==> config.mk <==
export PLATFORM = sky130hd
export DESIGN_NAME = cartridge_bank_mapper
export DESIGN_NICKNAME = d
export VERILOG_FILES = /design/src/rtl/core/cbm_pkg.sv /design/src/rtl/core/cbm_ctrl.sv /design/src/rtl/core/cbm_xlate.sv /design/src/rtl/core/cartridge_bank_mapper.sv
export SDC_FILE = /design/constraint.sdc
export NUM_CORES = 1
export LEC_CHECK = 0
export BUFFER_PORTS_ARGS = -buffer_cell sky130_fd_sc_hd__buf_4
export CORE_MARGIN = 2
export CORE_UTILIZATION = 40
export DETAILED_ROUTE_END_ITERATION = 7
export GPL_ROUTABILITY_DRIVEN = 0
export SLEW_MARGIN = 20
export SYNTH_ARGS = -nofsm -noshare
export SYNTH_HDL_FRONTEND = slang
export SYNTH_HIERARCHICAL = 1
export SYNTH_SLANG_ARGS = --single-unit
export TNS_END_PERCENT = 1
==> constraint.sdc <==
create_clock -name clk -period 2.3 [get_ports clk]
set_clock_uncertainty 0.2 [all_clocks]
set_input_delay 0.46 -clock clk [delete_from_list [all_inputs] [get_ports clk]]
set_output_delay 0.46 -clock clk [all_outputs]
set_load 0.05 [all_outputs]
==> src/rtl/core/cbm_pkg.sv <==
// ----------------------------------------------------------------------------
// cbm_pkg: shared types and constants for the cartridge bank mapper
// Memory target codes, control register selectors and the bundles passed
// between the translation logic and the control register block.
// ----------------------------------------------------------------------------
package cbm_pkg;

	localparam int ADDR_W      = 16;
	localparam int DATA_W      = 8;
	localparam int PHYS_W      = 21;
	localparam int ROM_BANK_W  = 7;
	localparam int RAM_BANK_W  = 2;
	localparam int LOW_BANK_W  = 5;
	localparam int ROM_OFS_W   = 14;
	localparam int RAM_OFS_W   = 13;
	localparam int CFG_IDX_W   = 1;

	// Reset values of the mask registers
	localparam logic [ROM_BANK_W-1:0] ROM_MASK_RST = 7'h7F;
	localparam logic [RAM_BANK_W-1:0] RAM_MASK_RST = 2'h3;

	// Configuration register indexes
	localparam logic [CFG_IDX_W-1:0] CFG_ROM_MASK = 1'b0;
	localparam logic [CFG_IDX_W-1:0] CFG_RAM_MASK = 1'b1;

	// Address pages (address bits 15..12) of the RAM window
	localparam logic [3:0] PAGE_RAM_A = 4'hA;
	localparam logic [3:0] PAGE_RAM_B = 4'hB;

	// Low nibble that switches RAM on
	localparam logic [3:0] RAM_EN_KEY = 4'hA;

	// Access kinds
	localparam logic OP_READ  = 1'b0;
	localparam logic OP_WRITE = 1'b1;

	// Control register selected by address bits 14..13 of a control write
	localparam logic [1:0] CTL_RAM_EN   = 2'd0;
	localparam logic [1:0] CTL_ROM_LOW  = 2'd1;
	localparam logic [1:0] CTL_UPPER    = 2'd2;
	localparam logic [1:0] CTL_MODE     = 2'd3;

	typedef enum logic [1:0] {
		TGT_NONE = 2'd0,
		TGT_ROM  = 2'd1,
		TGT_RAM  = 2'd2
	} target_t;

	// Banking state seen by the translation logic
	typedef struct packed {
		logic                  ram_enable;
		logic [LOW_BANK_W-1:0] rom_bank_low;
		logic [1:0]            bank_upper;
		logic                  bank_mode;
		logic [ROM_BANK_W-1:0] rom_bank_mask;
		logic [RAM_BANK_W-1:0] ram_bank_mask;
	} bank_state_t;

	// Control register write request from the translation logic
	typedef struct packed {
		logic              en;
		logic [1:0]        sel;
		logic [DATA_W-1:0] data;
	} ctl_wr_t;

endpackage

==> src/rtl/core/cbm_ctrl.sv <==
// ----------------------------------------------------------------------------
// cbm_ctrl: banking control registers
// Holds RAM enable, ROM bank low bits, upper bank bits, banking mode and
// the two bank mask registers written over the configuration port.
// ----------------------------------------------------------------------------
module cbm_ctrl (
	input  logic                                  clk,
	input  logic                                  arst_n,
	input  cbm_pkg::ctl_wr_t                      ctl_wr,
	input  logic                                  cfg_we,
	input  logic [cbm_pkg::CFG_IDX_W-1:0]         cfg_index,
	input  logic [cbm_pkg::ROM_BANK_W-1:0]        cfg_data,
	output cbm_pkg::bank_state_t                  state
);
	import cbm_pkg::*;

	logic                  ram_enable_q;
	logic [LOW_BANK_W-1:0] rom_bank_low_q;
	logic [1:0]            bank_upper_q;
	logic                  bank_mode_q;
	logic [ROM_BANK_W-1:0] rom_mask_q;
	logic [RAM_BANK_W-1:0] ram_mask_q;
	logic [LOW_BANK_W-1:0] low_wr;

	// A zero written to the ROM bank low bits is stored as bank 1
	assign low_wr = (ctl_wr.data[LOW_BANK_W-1:0] == '0) ?
		LOW_BANK_W'(1) : ctl_wr.data[LOW_BANK_W-1:0];

	// Control state written by bus transactions below 0x8000
	always_ff @(posedge clk or negedge arst_n) begin
		if (!arst_n) begin
			ram_enable_q   <= 1'b0;
			rom_bank_low_q <= LOW_BANK_W'(1);
			bank_upper_q   <= 2'd0;
			bank_mode_q    <= 1'b0;
		end else if (ctl_wr.en) begin
			case (ctl_wr.sel)
				CTL_RAM_EN:  ram_enable_q   <= (ctl_wr.data[3:0] == RAM_EN_KEY);
				CTL_ROM_LOW: rom_bank_low_q <= low_wr;
				CTL_UPPER:   bank_upper_q   <= ctl_wr.data[1:0];
				CTL_MODE:    bank_mode_q    <= ctl_wr.data[0];
				default:     bank_mode_q    <= bank_mode_q;
			endcase
		end
	end

	// Mask registers from the configuration port
	always_ff @(posedge clk or negedge arst_n) begin
		if (!arst_n) begin
			rom_mask_q <= ROM_MASK_RST;
			ram_mask_q <= RAM_MASK_RST;
		end else if (cfg_we) begin
			case (cfg_index)
				CFG_ROM_MASK: rom_mask_q <= cfg_data;
				CFG_RAM_MASK: ram_mask_q <= cfg_data[RAM_BANK_W-1:0];
				default:      rom_mask_q <= rom_mask_q;
			endcase
		end
	end

	assign state.ram_enable    = ram_enable_q;
	assign state.rom_bank_low  = rom_bank_low_q;
	assign state.bank_upper    = bank_upper_q;
	assign state.bank_mode     = bank_mode_q;
	assign state.rom_bank_mask = rom_mask_q;
	assign state.ram_bank_mask = ram_mask_q;

endmodule

==> src/rtl/core/cbm_xlate.sv <==
// ----------------------------------------------------------------------------
// cbm_xlate: bus access translation
// Decodes the page of one access, forms the physical ROM or RAM address,
// gates RAM writes and raises control register writes.
// ----------------------------------------------------------------------------
module cbm_xlate (
	input  logic                               op,
	input  logic [cbm_pkg::ADDR_W-1:0]         address,
	input  logic [cbm_pkg::DATA_W-1:0]         data,
	input  cbm_pkg::bank_state_t               state,
	output cbm_pkg::target_t                   target,
	output logic [cbm_pkg::PHYS_W-1:0]         phys_addr,
	output logic                               ram_write,
	output logic [cbm_pkg::DATA_W-1:0]         write_data,
	output cbm_pkg::ctl_wr_t                   ctl_wr
);
	import cbm_pkg::*;

	logic [3:0]            page;
	logic [ROM_BANK_W-1:0] sw_bank;
	logic [RAM_BANK_W-1:0] ram_bank;

	assign page = address[ADDR_W-1:ADDR_W-4];

	// Switchable ROM bank: upper bits joined above in mode 1
	assign sw_bank = {(state.bank_mode ? state.bank_upper : 2'd0), state.rom_bank_low}
		& state.rom_bank_mask;
	assign ram_bank = state.bank_upper & state.ram_bank_mask;

	always_comb begin
		target     = TGT_NONE;
		phys_addr  = '0;
		ram_write  = 1'b0;
		write_data = '0;
		ctl_wr.en   = 1'b0;
		ctl_wr.sel  = address[14:13];
		ctl_wr.data = data;
		if (page == PAGE_RAM_A || page == PAGE_RAM_B) begin
			// Cartridge RAM window, writes only while enabled
			target    = TGT_RAM;
			phys_addr = PHYS_W'({ram_bank, address[RAM_OFS_W-1:0]});
			if (op == OP_WRITE && state.ram_enable) begin
				ram_write  = 1'b1;
				write_data = data;
			end
		end else if (!page[3]) begin
			if (op == OP_WRITE) begin
				ctl_wr.en = 1'b1;
			end else if (!page[2]) begin
				target    = TGT_ROM;
				phys_addr = PHYS_W'(address[ROM_OFS_W-1:0]);
			end else begin
				target    = TGT_ROM;
				phys_addr = {sw_bank, address[ROM_OFS_W-1:0]};
			end
		end
	end

endmodule

==> src/rtl/core/cartridge_bank_mapper.sv <==
// ----------------------------------------------------------------------------
// cartridge_bank_mapper: cartridge ROM/RAM bank controller
// Each transaction passes the input register, then the result register.
// Throughput: one transaction per cycle while the result stream is not stalled,
// set by the single pass of decode logic between the two registers.
// Reset: RAM disabled, switchable ROM bank 1, upper bits and mode 0, masks
// all ones; both pipeline stages empty.
// ----------------------------------------------------------------------------
module cartridge_bank_mapper (
	input  logic        clk,
	input  logic        arst_n,
	// Input stream
	input  logic        s_axis_tvalid,
	output logic        s_axis_tready,
	input  logic [23:0] s_axis_tdata,  // address[15:0], data[23:16]
	input  logic [0:0]  s_axis_tuser,  // op[0]
	// Result stream
	output logic        m_axis_tvalid,
	input  logic        m_axis_tready,
	output logic [31:0] m_axis_tdata,  // phys_addr[20:0], write_data[28:21], zero[31:29]
	output logic [2:0]  m_axis_tuser,  // target[1:0], ram_write[2]
	// Configuration write channel
	input  logic        cfg_valid,
	output logic        cfg_ready,
	input  logic [0:0]  cfg_index,
	input  logic [6:0]  cfg_data
);
	import cbm_pkg::*;

	logic              valid_s1;
	logic              op_s1;
	logic [ADDR_W-1:0] address_s1;
	logic [DATA_W-1:0] data_s1;

	logic              valid_s2;
	target_t           target_s2;
	logic [PHYS_W-1:0] phys_s2;
	logic              ram_write_s2;
	logic [DATA_W-1:0] wdata_s2;

	target_t           target_c;
	logic [PHYS_W-1:0] phys_c;
	logic              ram_write_c;
	logic [DATA_W-1:0] wdata_c;
	ctl_wr_t           ctl_wr_c;
	ctl_wr_t           ctl_wr;
	bank_state_t       state;
	logic              adv_s1;

	// Stage 1 moves on when the result register is free or being drained
	assign adv_s1        = valid_s1 && (!valid_s2 || m_axis_tready);
	assign s_axis_tready = !valid_s1 || adv_s1;
	assign cfg_ready     = 1'b1;

	// Input register
	always_ff @(posedge clk or negedge arst_n) begin
		if (!arst_n) begin
			valid_s1 <= 1'b0;
		end else if (s_axis_tready) begin
			valid_s1 <= s_axis_tvalid;
		end
	end

	always_ff @(posedge clk) begin
		if (s_axis_tvalid && s_axis_tready) begin
			op_s1      <= s_axis_tuser[0];
			address_s1 <= s_axis_tdata[ADDR_W-1:0];
			data_s1    <= s_axis_tdata[ADDR_W+DATA_W-1:ADDR_W];
		end
	end

	cbm_xlate u_xlate (
		.op         (op_s1),
		.address    (address_s1),
		.data       (data_s1),
		.state      (state),
		.target     (target_c),
		.phys_addr  (phys_c),
		.ram_write  (ram_write_c),
		.write_data (wdata_c),
		.ctl_wr     (ctl_wr_c)
	);

	// Control writes take effect as the transaction leaves stage 1
	always_comb begin
		ctl_wr    = ctl_wr_c;
		ctl_wr.en = ctl_wr_c.en && adv_s1;
	end

	cbm_ctrl u_ctrl (
		.clk       (clk),
		.arst_n    (arst_n),
		.ctl_wr    (ctl_wr),
		.cfg_we    (cfg_valid && cfg_ready),
		.cfg_index (cfg_index),
		.cfg_data  (cfg_data),
		.state     (state)
	);

	// Result register
	always_ff @(posedge clk or negedge arst_n) begin
		if (!arst_n) begin
			valid_s2 <= 1'b0;
		end else if (!valid_s2 || m_axis_tready) begin
			valid_s2 <= valid_s1;
		end
	end

	always_ff @(posedge clk) begin
		if (adv_s1) begin
			target_s2    <= target_c;
			phys_s2      <= phys_c;
			ram_write_s2 <= ram_write_c;
			wdata_s2     <= wdata_c;
		end
	end

	assign m_axis_tvalid = valid_s2;
	assign m_axis_tdata  = {3'b000, wdata_s2, phys_s2};
	assign m_axis_tuser  = {ram_write_s2, target_s2};

	// A RAM write is only ever issued towards cartridge RAM
	a_wr_is_ram: assert property (@(posedge clk) disable iff (!arst_n)
		valid_s2 && ram_write_s2 |-> target_s2 == TGT_RAM)
		else $error("ram_write raised outside the RAM target");

	// No memory selected means a zero address and no data
	a_none_zero: assert property (@(posedge clk) disable iff (!arst_n)
		valid_s2 && target_s2 == TGT_NONE |-> phys_s2 == '0 && wdata_s2 == '0)
		else $error("non-zero payload on an unmapped result");

	// The switchable ROM low bits never hold bank zero
	a_low_nonzero: assert property (@(posedge clk) disable iff (!arst_n)
		state.rom_bank_low != '0)
		else $error("rom_bank_low reached zero");

	// A stalled stage 1 transaction is kept
	a_s1_hold: assert property (@(posedge clk) disable iff (!arst_n)
		valid_s1 && !adv_s1 |=> valid_s1 && $stable(address_s1))
		else $error("stage 1 transaction lost while stalled");

	// Control writes never leave stage 1 while the result register is blocked
	a_ctl_stall: assert property (@(posedge clk) disable iff (!arst_n)
		valid_s2 && !m_axis_tready |-> !ctl_wr.en)
		else $error("control write applied during a stall");

endmodule

==> results of run 1 <==
## worst paths after layout
kind | startpoint | end | slack, ns | depth (start not counted)
worst max-delay path | address_s1[15]$_DFFE_PP_ | u_ctrl/ram_enable_q$_DFFE_PN0P_ | 0.50 | 4
worst min-delay path | s_axis_tdata[5] | address_s1[5]$_DFFE_PP_ | 0.08 | 1
worst max register to register | address_s1[15]$_DFFE_PP_ | u_ctrl/ram_enable_q$_DFFE_PN0P_ | 0.50 | 4
worst min register to register | u_ctrl/rom_bank_low_q[0]$_DFFE_PN1P_ | u_ctrl/rom_bank_low_q[0]$_DFFE_PN1P_ | 0.31 | 2
max in group asynchronous | arst_n | u_ctrl/rom_mask_q[1]$_DFFE_PN1P_ | 1.30 | 2
min in group asynchronous | arst_n | m_axis_tvalid$_DFFE_PN0P_ | 0.33 | 2
## worst max-delay path, cell delays in order (launching register included)
cell	delay [ns]
edfxtp_1	0.48
nor2b_1	0.14
and3_1	0.29
nor3b_1	0.23
mux2_2	0.35
## metrics by stage
step	power [W]	utilization (%)	instances
finish	0.00317	50.5	356
global route	0.00331	50.5	356
CTS	0.00321	50.5	356
detailed placement	0.00226	48.0	340
global placement	0.00225	48.0	340
floorplan	0.00210	-	183
## power by group through the flow
stage	sequential [W]	clock [W]	combinational (W)
3_3_place_gp	0.00177	0	0.000483
4_1_cts	0.00174	0.000978	0.000491
6_report	0.00174	0.000950	0.000484
2_1_floorplan	0.00189	0	0.000210
3_5_place_dp	0.00177	0	0.000489
5_1_grt	0.00176	0.00104	0.000514
## sequential cells by signal (all words and copies together) (netlist names), 2 cells and up
name and count:
u_ctrl/bank_upper_q 2, u_ctrl/rom_bank_low_q 5, address_s1 16, u_ctrl/rom_mask_q 7, u_ctrl/ram_mask_q 2, target_s2 2, phys_s2 21, wdata_s2 8
data_s1 8
## cell usage in the layout, fill, tap and decap left out, drive strengths merged, types with 2 or more instances in the layout
cell,instances
clkbuf,9
mux2,17
edfxtp,57
and3,5
inv,12
nor3b,2
dfrtp,10
nand2b,3
and2,2
nand2,5
nor3,8
dfstp,10
nor2b,2
and4,2
conb,4
clkinv,4
buf,73
nand3b,4
a21boi,13
## cell type report
class | count | area [um^2]
clock buffer | 9 | 124
tap | 102 | 128
clock inverter | 6 | 55.1
fill | 655 | 3790
timing repair buffer | 74 | 571
sequential | 77 | 2220
inverter | 12 | 45.0
multi-input combinational | 76 | 712
## per-layer routing
metal	GRT usage, %	share of wire [%]	routed length (um)	up-vias
li1	-	-	-	779
met1	16.4	41	2170	814
met2	22.2	52	2710	46
met3	3.34	4.4	232	10
met4	8.33	2.4	127	0
met5	0	0	0	-
==> results by group, run 1 <==
Outcome
  • Status: complete, no violations

Power
  • Switch Pwr: 0.000833 W
  • Combinational power share: 15.3%
  • Clock share of power: between 20% and 30%
  • Max VDD drop: ~0.28 mV
  • Pleak: ~1.6 nW
  • Reg power frac: 54.8%
  • Sw frac: 26.3%
  • Cell Pwr Density: 822 mW/mm^2
  • Cell Int Power: roughly 0.0023 W

Die
  • Die height: 92.3 um
  • Starting Density: 40.8%
  • Overall die width: 92.3 um
  • Cell row count: 32
  • Core ar.: about 0.0076 mm^2
  • I/O pin count: 76
  • Total die area: 0.00852 mm^2

Finish
  • Post-route cell area: a little under 0.004 mm^2
  • Net count, final: 288
  • N_diodes: 0
  • Layout overhead on the synthesized area: 23.8%
  • Layout cells sized above 1: 55.5%

GRT
  • Largest net degree at the start of global routing: 33
  • First-pass GRT wire length: between 8000 and 9000 um
  • Vias in the first global route: 1676
  • Initial antenna violation count: 0
  • Remaining global-route overflow: 0
  • Tot GR Track Use: 13.6%

Routing
  • 1st-pass router iterations: 4
  • Drt total wl: ~5200 um
  • Routed via count: 1649
  • DRC Markers: 0
  • Drt via density: about 4.6
  • Routed length per placed instance: 14.7 um
  • DRT iter0 DRCs: 68
  • Post-DRT Antenna Nets: 0

Synthesis
  • Syn_area_per_cell: 17.2 um^2
  • Mapped Cells: around 180
  • Mapped Area: 0.00312 mm^2
  • Synth warn: 6

Critical path
  • Crit. End Element: flip-flop
  • CP required: 2.33 ns
  • Startpoint Class: flip-flop
  • Worst EP arrival: 1.83 ns
  • Critical path class: flip-flop to flip-flop
  • Crit Path Max Fanout: 5

STA
  • Max Fclk: 555 MHz
  • RSZ-0062 raised after global routing: false
  • Worst-Margin Slew: 0.546 ns
  • Fin Hold WS: 0.0827 ns
  • Final period utilization: 78.3%
  • Final-report max-slew violation count: 0
  • Final hold viol count: 0
  • Relative slew slack: 63.5%
  • # setup viols final: 0
  • Setup TNS: 0 ns
  • Final worst path period need: 1.80 ns
  • Setup WS post-layout: around 0.5 ns

Hold path
  • Worst Hold Class: input pin to flip-flop

Clock network
  • Worst-Skew Late Latency: 0.34 ns
  • CTS clk-pin slew, worst paths: 0.08 ns
  • CTS Hold Buffers Added: 1
  • Postcts setup bufs: 0
  • Clk sinks: 77
  • CTS tree: built
  • H-tree depth: 3
  • Number of buffers created by CTS: 9
  • CTS max path bufs: 2
  • Root Buffer: clkbuf_8
  • CTS resizes: 0

Placed design
  • Placed standard-cell area: between 0.003 and 0.004 mm^2
  • Worst slack, placed: 0.449 ns
  • Port buffer count: 71
  • Dpl hpwl: 3550 um

Job
  • Max cap viols: 0
Power figures use the tool's default switching activity.
==> inputs of run 2 (changes only) <==
--- a/config.mk
+++ b/config.mk
@@ -5,6 +5,7 @@
 export SDC_FILE = /design/constraint.sdc
 export NUM_CORES = 1
 export LEC_CHECK = 0
+export ABC_AREA = 1
 export BUFFER_PORTS_ARGS = -buffer_cell sky130_fd_sc_hd__buf_4
 export CORE_MARGIN = 2
 export CORE_UTILIZATION = 40
==> constraint.sdc (replaced) <==
create_clock -name clk -period 1.7 [get_ports clk]
set_clock_uncertainty 0.2 [all_clocks]
set_input_delay 0.34 -clock clk [delete_from_list [all_inputs] [get_ports clk]]
set_output_delay 0.34 -clock clk [all_outputs]
set_load 0.05 [all_outputs]
==> results by group, run 2 <==
Finish
  • Net count, final: 405 (+41%)
  • Most frequent cells in the layout: 87 x nand2_1, 76 x buf_4, 57 x edfxtp_1
  • Finished Core Util: 54.6% (+4.1 points)
  • Leading registers by flop count: phys_s2 x21, address_s1 x16
  • Commonest non-fill, non-tap cell in the layout: nand2_1
  • Largest Register: phys_s2
  • N_diodes: 0 (unchanged)
  • Layout cells sized above 1: 31.2% (-24 points)
  • Layout overhead on the synthesized area: 34.7%
  • Number of flip-flops in the largest register: 21 (unchanged)

Placed design
  • Port buffer count: 71 (unchanged)
  • Dpl hpwl: 3890 um (+9.4%)
  • Worst slack, placed: 0.152 ns (-0.298 ns)

Critical path
  • Register-to-register setup slack: 0.22 ns (-0.28 ns)
  • Crit path buf inv count: 1 (+1)
  • CP required: 1.16 ns (-1.17 ns)
  • Startpoint Class: flip-flop
  • Worst path max stage delay: 0.42 ns (-0.06 ns)
  • Worst EP arrival: 1.06 ns (-0.77 ns)
  • Critical path class: flip-flop to output pin
  • CP Cell Sequence: nand3_4 -> buf_4
  • Crit. End Element: output pin
  • Crit Path Max Fanout: 3 (-2)
  • Crit path max-delay family: flip-flops
  • Slowest-stage cell, CP: dfrtp_1

Clock network
  • Clk sinks: 77 (unchanged)
  • CTS tree: built
  • Root Buffer: clkbuf_8
  • Worst-Skew Late Latency: 0.34 ns (about the same)
  • H-tree depth: 3 (unchanged)
  • Number of buffers created by CTS: 9 (unchanged)
  • CTS resizes: 0 (unchanged)
  • CTS max path bufs: 2 (unchanged)
  • CTS clk-pin slew, worst paths: 0.07 ns (about the same)

Outcome
  • Status: complete, no violations

Routing
  • 1st-pass router iterations: 5 (+1)
  • Routed length per placed instance: 12.1 um (-18%)
  • DRT iter0 DRCs: 105 (+54%)
  • DRC Markers: 0 (unchanged)
  • Post-DRT Antenna Nets: 0 (unchanged)
  • Drt total wl: 5750 um (+9.6%)
  • Routed via count: 2072 (+26%)
  • Drt via density: 4.37 (-5.6%)

STA
  • Setup WS post-layout: 0.105 ns (-0.394 ns)
  • # setup viols final: 0 (unchanged)
  • Fin Hold WS: 0.0269 ns (-0.0558 ns)
  • Final period utilization: 93.8%
  • Max Fclk: 627 MHz
  • RSZ-0062 raised after global routing: false
  • Final hold viol count: 0 (unchanged)
  • Final-report max-slew violation count: 0 (unchanged)
  • Final worst path period need: 1.60 ns

GRT
  • Initial antenna violation count: 0 (unchanged)
  • Vias in the first global route: 2067 (+23%)
  • First-pass GRT wire length: 9750 um (+14%)
  • Tot GR Track Use: 15.2% (+1.5 points)
  • Largest net degree at the start of global routing: 26 (-21%)
  • Remaining global-route overflow: 0 (unchanged)

Power
  • Max VDD drop: 0.517 mV (+86%)
  • Pleak: 1.81 nW (+14%)
  • Cell Pwr Density: 1080 mW/mm^2 (+32%)

Die
  • Core ar.: 0.00761 mm^2 (-0.52%)
  • Starting Density: 40.5% (-0.25 points)
  • Die height: 91.8 um (-0.54%)
  • Overall die width: 91.8 um (-0.54%)
  • Cell row count: 32 (unchanged)
  • I/O pin count: 76 (unchanged)
  • Total die area: 0.00843 mm^2 (-1.1%)

Job
  • Max cap viols: 0 (unchanged)

Synthesis
  • Syn_area_per_cell: 11.5 um^2 (-33%)
  • Synth warn: 6 (unchanged)
  • Mapped Cells: 268 (+48%)
  • Mapped Area: 0.00308 mm^2 (-1.1%)

Hold path
  • Worst Hold Class: input pin to flip-flop
## run 2: worst min-delay path, delay by kind of cell
| kind | cells | cell delay, ns |
|---|---|---|
| buf+inv | 1 | 0.11 |
| simple gates | 2 | 0.12 |
## run 2: power breakdown
part	internal (W)	switching (W)
registers	0.00228	0.000107
clock network	0.000676	0.000631
logic	0.000279	0.000522
total	0.00323	0.00126
## run 2: routing by layer
metal  global-route usage [%]  share of wire, %  vias up  wire length [um]
li1                         -                 -     1060                 -
met1                     19.7                46      949              2620
met2                     24.2                49       59              2830
met3                     4.35               4.2        4               243
met4                     5.97              0.89        0                51
met5                        0                 0        -                 0
## run 2: final timing paths
check | cells past startpoint | end | startpoint
min reg2reg | 2 | u_ctrl/rom_mask_q[3]$_DFFE_PN1P_ | u_ctrl/rom_mask_q[3]$_DFFE_PN1P_
max | 2 | s_axis_tready | valid_s1$_DFFE_PN0P_
max reg2reg | 6 | u_ctrl/ram_enable_q$_DFFE_PN0P_ | address_s1[15]$_DFFE_PP_
min in group asynchronous | 2 | u_ctrl/rom_bank_low_q[3]$_DFFE_PN0P_ | arst_n
max in group asynchronous | 2 | u_ctrl/rom_bank_low_q[0]$_DFFE_PN1P_ | arst_n
min | 3 | u_ctrl/rom_mask_q[5]$_DFFE_PN1P_ | cfg_data[5]
## run 2: repair_timing
action | CTS | global route
buffers inserted | 0 | 0
hold buffers | 27 | 0
setup endpoints to repair | 0 | 0
hold endpoints to repair | 46 | 0
## run 2: final cells by class
type                            count  area (um^2)
Fill cell                         657         3450
Sequential cell                    77         2230
Timing Repair Buffer              104          861
Multi-Input combinational cell    156          671
Clock buffer                       10          128
Tap cell                          102          128
Inverter                           19         78.8
Clock inverter                      6         61.3
## run 2: stage by stage
step,setup TNS [ns],power [W],instances,area (um^2)
2_1_floorplan,-5.45,0.00294,270,3110
3_3_place_gp,0,0.00317,431,3690
3_5_place_dp,0,0.00318,431,3690
4_1_cts,0,0.00454,474,4150
5_1_grt,0,0.00472,474,4150
6_report,0,0.00449,474,4150
==> inputs of run 3 (changes only) <==
--- a/config.mk
+++ b/config.mk
@@ -9,6 +9,7 @@
 export BUFFER_PORTS_ARGS = -buffer_cell sky130_fd_sc_hd__buf_4
 export CORE_MARGIN = 2
 export CORE_UTILIZATION = 40
+export CTS_BUF_LIST = sky130_fd_sc_hd__clkbuf_16
 export DETAILED_ROUTE_END_ITERATION = 7
 export GPL_ROUTABILITY_DRIVEN = 0
 export SLEW_MARGIN = 20
==> results by group, run 3 (synthesis results as in run 2) <==
Power
  • Tot Pwr: 0.00500 W (+11%)
  • Cell Pwr Density: 1180 mW/mm^2 (+8.9%)
  • Cell Int Power: 0.00368 W (+14%)
  • Clock share of power: 36.3% (+7.2 points)
  • Max VDD drop: 0.735 mV (+42%)
  • Switch Pwr: 0.00132 W (+4.4%)
  • Pleak: 1.86 nW (+2.6%)
  • Combinational power share: 16.0% (-1.8 points)
  • Sw frac: 26.3% (-1.7 points)
  • Reg power frac: 47.8% (-5.3 points)

Routing
  • Routed via count: 2064 (-0.39%)
  • Drt total wl: 5740 um (-0.16%)
  • DRC Markers: 0 (unchanged)
  • Post-DRT Antenna Nets: 0 (unchanged)
  • DRT iter0 DRCs: 101 (-3.8%)
  • Drt via density: 4.36 (-0.18%)
  • Routed length per placed instance: 12.1 um (about the same)
  • 1st-pass router iterations: 4 (-1)

Critical path
  • Startpoint Class: flip-flop
  • Crit. End Element: output pin
  • Critical path class: flip-flop to output pin
  • CP required: 1.16 ns (about the same)
  • Worst EP arrival: 1.04 ns (-0.02 ns)
  • R2R Path Start: address_s1[15]$_DFFE_PP_
  • Beginning of the critical path: valid_s1$_DFFE_PN0P_
  • Crit Path Max Fanout: 3 (unchanged)

Finish
  • Commonest non-fill, non-tap cell in the layout: nand2_1
  • Area of the multi-input gates: 671 um^2 (unchanged)
  • Post-route cell area: 0.00424 mm^2 (+2.2%)
  • Layout Cells excl Fill: 473 (-0.21%)
  • Layout cells sized above 1: 31.3% (+0.084 points)
  • Largest Register: phys_s2
  • N_diodes: 0 (unchanged)
  • Leading registers by flop count: phys_s2 x21, address_s1 x16
  • Layout fillers: 651 (-0.91%)
  • Net count, final: 404 (-0.25%)
  • Most frequent cells in the layout: 87 x nand2_1, 76 x buf_4, 57 x edfxtp_1
  • Storage element area: 0.00223 mm^2 (unchanged)
  • Layout overhead on the synthesized area: 37.7%
  • Number of flip-flops in the largest register: 21 (unchanged)

Die
  • Die height: 91.8 um (unchanged)
  • Overall die width: 91.8 um (unchanged)
  • Starting Density: 40.5% (unchanged)
  • Cell row count: 32 (unchanged)
  • I/O pin count: 76 (unchanged)
  • Core ar.: 0.00761 mm^2 (unchanged)
  • Total die area: 0.00843 mm^2 (unchanged)

GRT
  • Vias in the first global route: 2106 (+1.9%)
  • First-pass GRT wire length: 9860 um (+1.1%)
  • Largest net degree at the start of global routing: 26 (unchanged)
  • Remaining global-route overflow: 0 (unchanged)
  • Initial antenna violation count: 0 (unchanged)
  • Tot GR Track Use: 15.3% (+0.16 points)

Clock network
  • CTS clk-pin slew, worst paths: 0.06 ns (about the same)
  • CTS max path bufs: 2 (unchanged)
  • Number of buffers created by CTS: 9 (unchanged)
  • Worst-Skew Late Latency: 0.33 ns (about the same)
  • H-tree depth: 3 (unchanged)
  • CTS tree: built
  • Postcts setup bufs: 0 (unchanged)
  • Root Buffer: clkbuf_16
  • Clk sinks: 77 (unchanged)

STA
  • RSZ-0062 raised after global routing: false
  • Setup TNS: 0 ns (unchanged)
  • Final worst path period need: 1.58 ns (-0.0171 ns)
  • Final hold viol count: 0 (unchanged)
  • Fin Hold WS: 0.0111 ns (-0.0158 ns)
  • # setup viols final: 0 (unchanged)
  • Max Fclk: 634 MHz (+1.1%)
  • Final period utilization: 92.8% (-1.0 points)
  • Final-report max-slew violation count: 0 (unchanged)

Hold path
  • Worst Hold Class: input pin to flip-flop
  • Hold path startpoint: s_axis_tvalid

Placed design
  • Dpl hpwl: 3890 um (unchanged)
  • Port buffer count: 71 (unchanged)
  • Placed cells: 431 (unchanged)
  • Placed standard-cell area: 0.00369 mm^2 (unchanged)

Outcome
  • Status: complete, no violations

Job
  • Max cap viols: 0 (unchanged)
run 3: power by group through the flow:
stage | Sequential [W] | Clock, W | Combinational [W]
final | 0.00239 | 0.00181 | 0.000798
after floorplan | 0.00265 | 0 | 0.000283
after global routing | 0.00242 | 0.00194 | 0.000863
after detailed placement | 0.00243 | 0 | 0.000754
after CTS | 0.00239 | 0.00186 | 0.000803
after global placement | 0.00242 | 0 | 0.000749
run 3: critical path, stage by stage (launching register included):
cell and delay, ns:
dfrtp_1 0.41, nand3_4 0.10, buf_4 0.20
run 3: worst paths after layout:
kind / to / slack, ns / cells after the start
min reg2reg: u_ctrl/rom_mask_q[3]$_DFFE_PN1P_ / 0.27 / 2
min in group asynchronous: u_ctrl/rom_bank_low_q[3]$_DFFE_PN0P_ / 0.23 / 2
max reg2reg: u_ctrl/ram_enable_q$_DFFE_PN0P_ / 0.22 / 6
max in group asynchronous: u_ctrl/rom_bank_low_q[0]$_DFFE_PN1P_ / 0.80 / 2
min: valid_s1$_DFFE_PN0P_ / 0.01 / 3
max: s_axis_tready / 0.12 / 2
run 3: metal layers:
metal	wire, um	part of all wire, %	track usage, %	vias to the layer above
li1	-	-	-	1060
met1	2520	44	19.5	933
met3	244	4.3	3.45	15
met5	0	0	0	-
met2	2820	49	24.6	56
met4	150	2.6	7.96	0
run 3: cell type report:
type	count	share of cell area [%]
clock inverter	7	1.53
sequential	77	52.4
clock buffer	9	5.31
tap	102	3.01
inverter	19	1.86
timing repair buffer	103	20.0
multi-input combinational	156	15.8
run 3: metrics by stage:
stage	setup slack (ns)	utilization, %
floorplan	-0.132	-
global placement	0.160	48.6
detailed placement	0.152	48.6
CTS	0.108	55.8
global route	0.0782	55.8
finish	0.122	55.8
run 3: what timing repair did:
action / in CTS / in global routing
resized for setup: 0 / 0
hold buffers: 26 / 0
hold endpoints to repair: 45 / 0
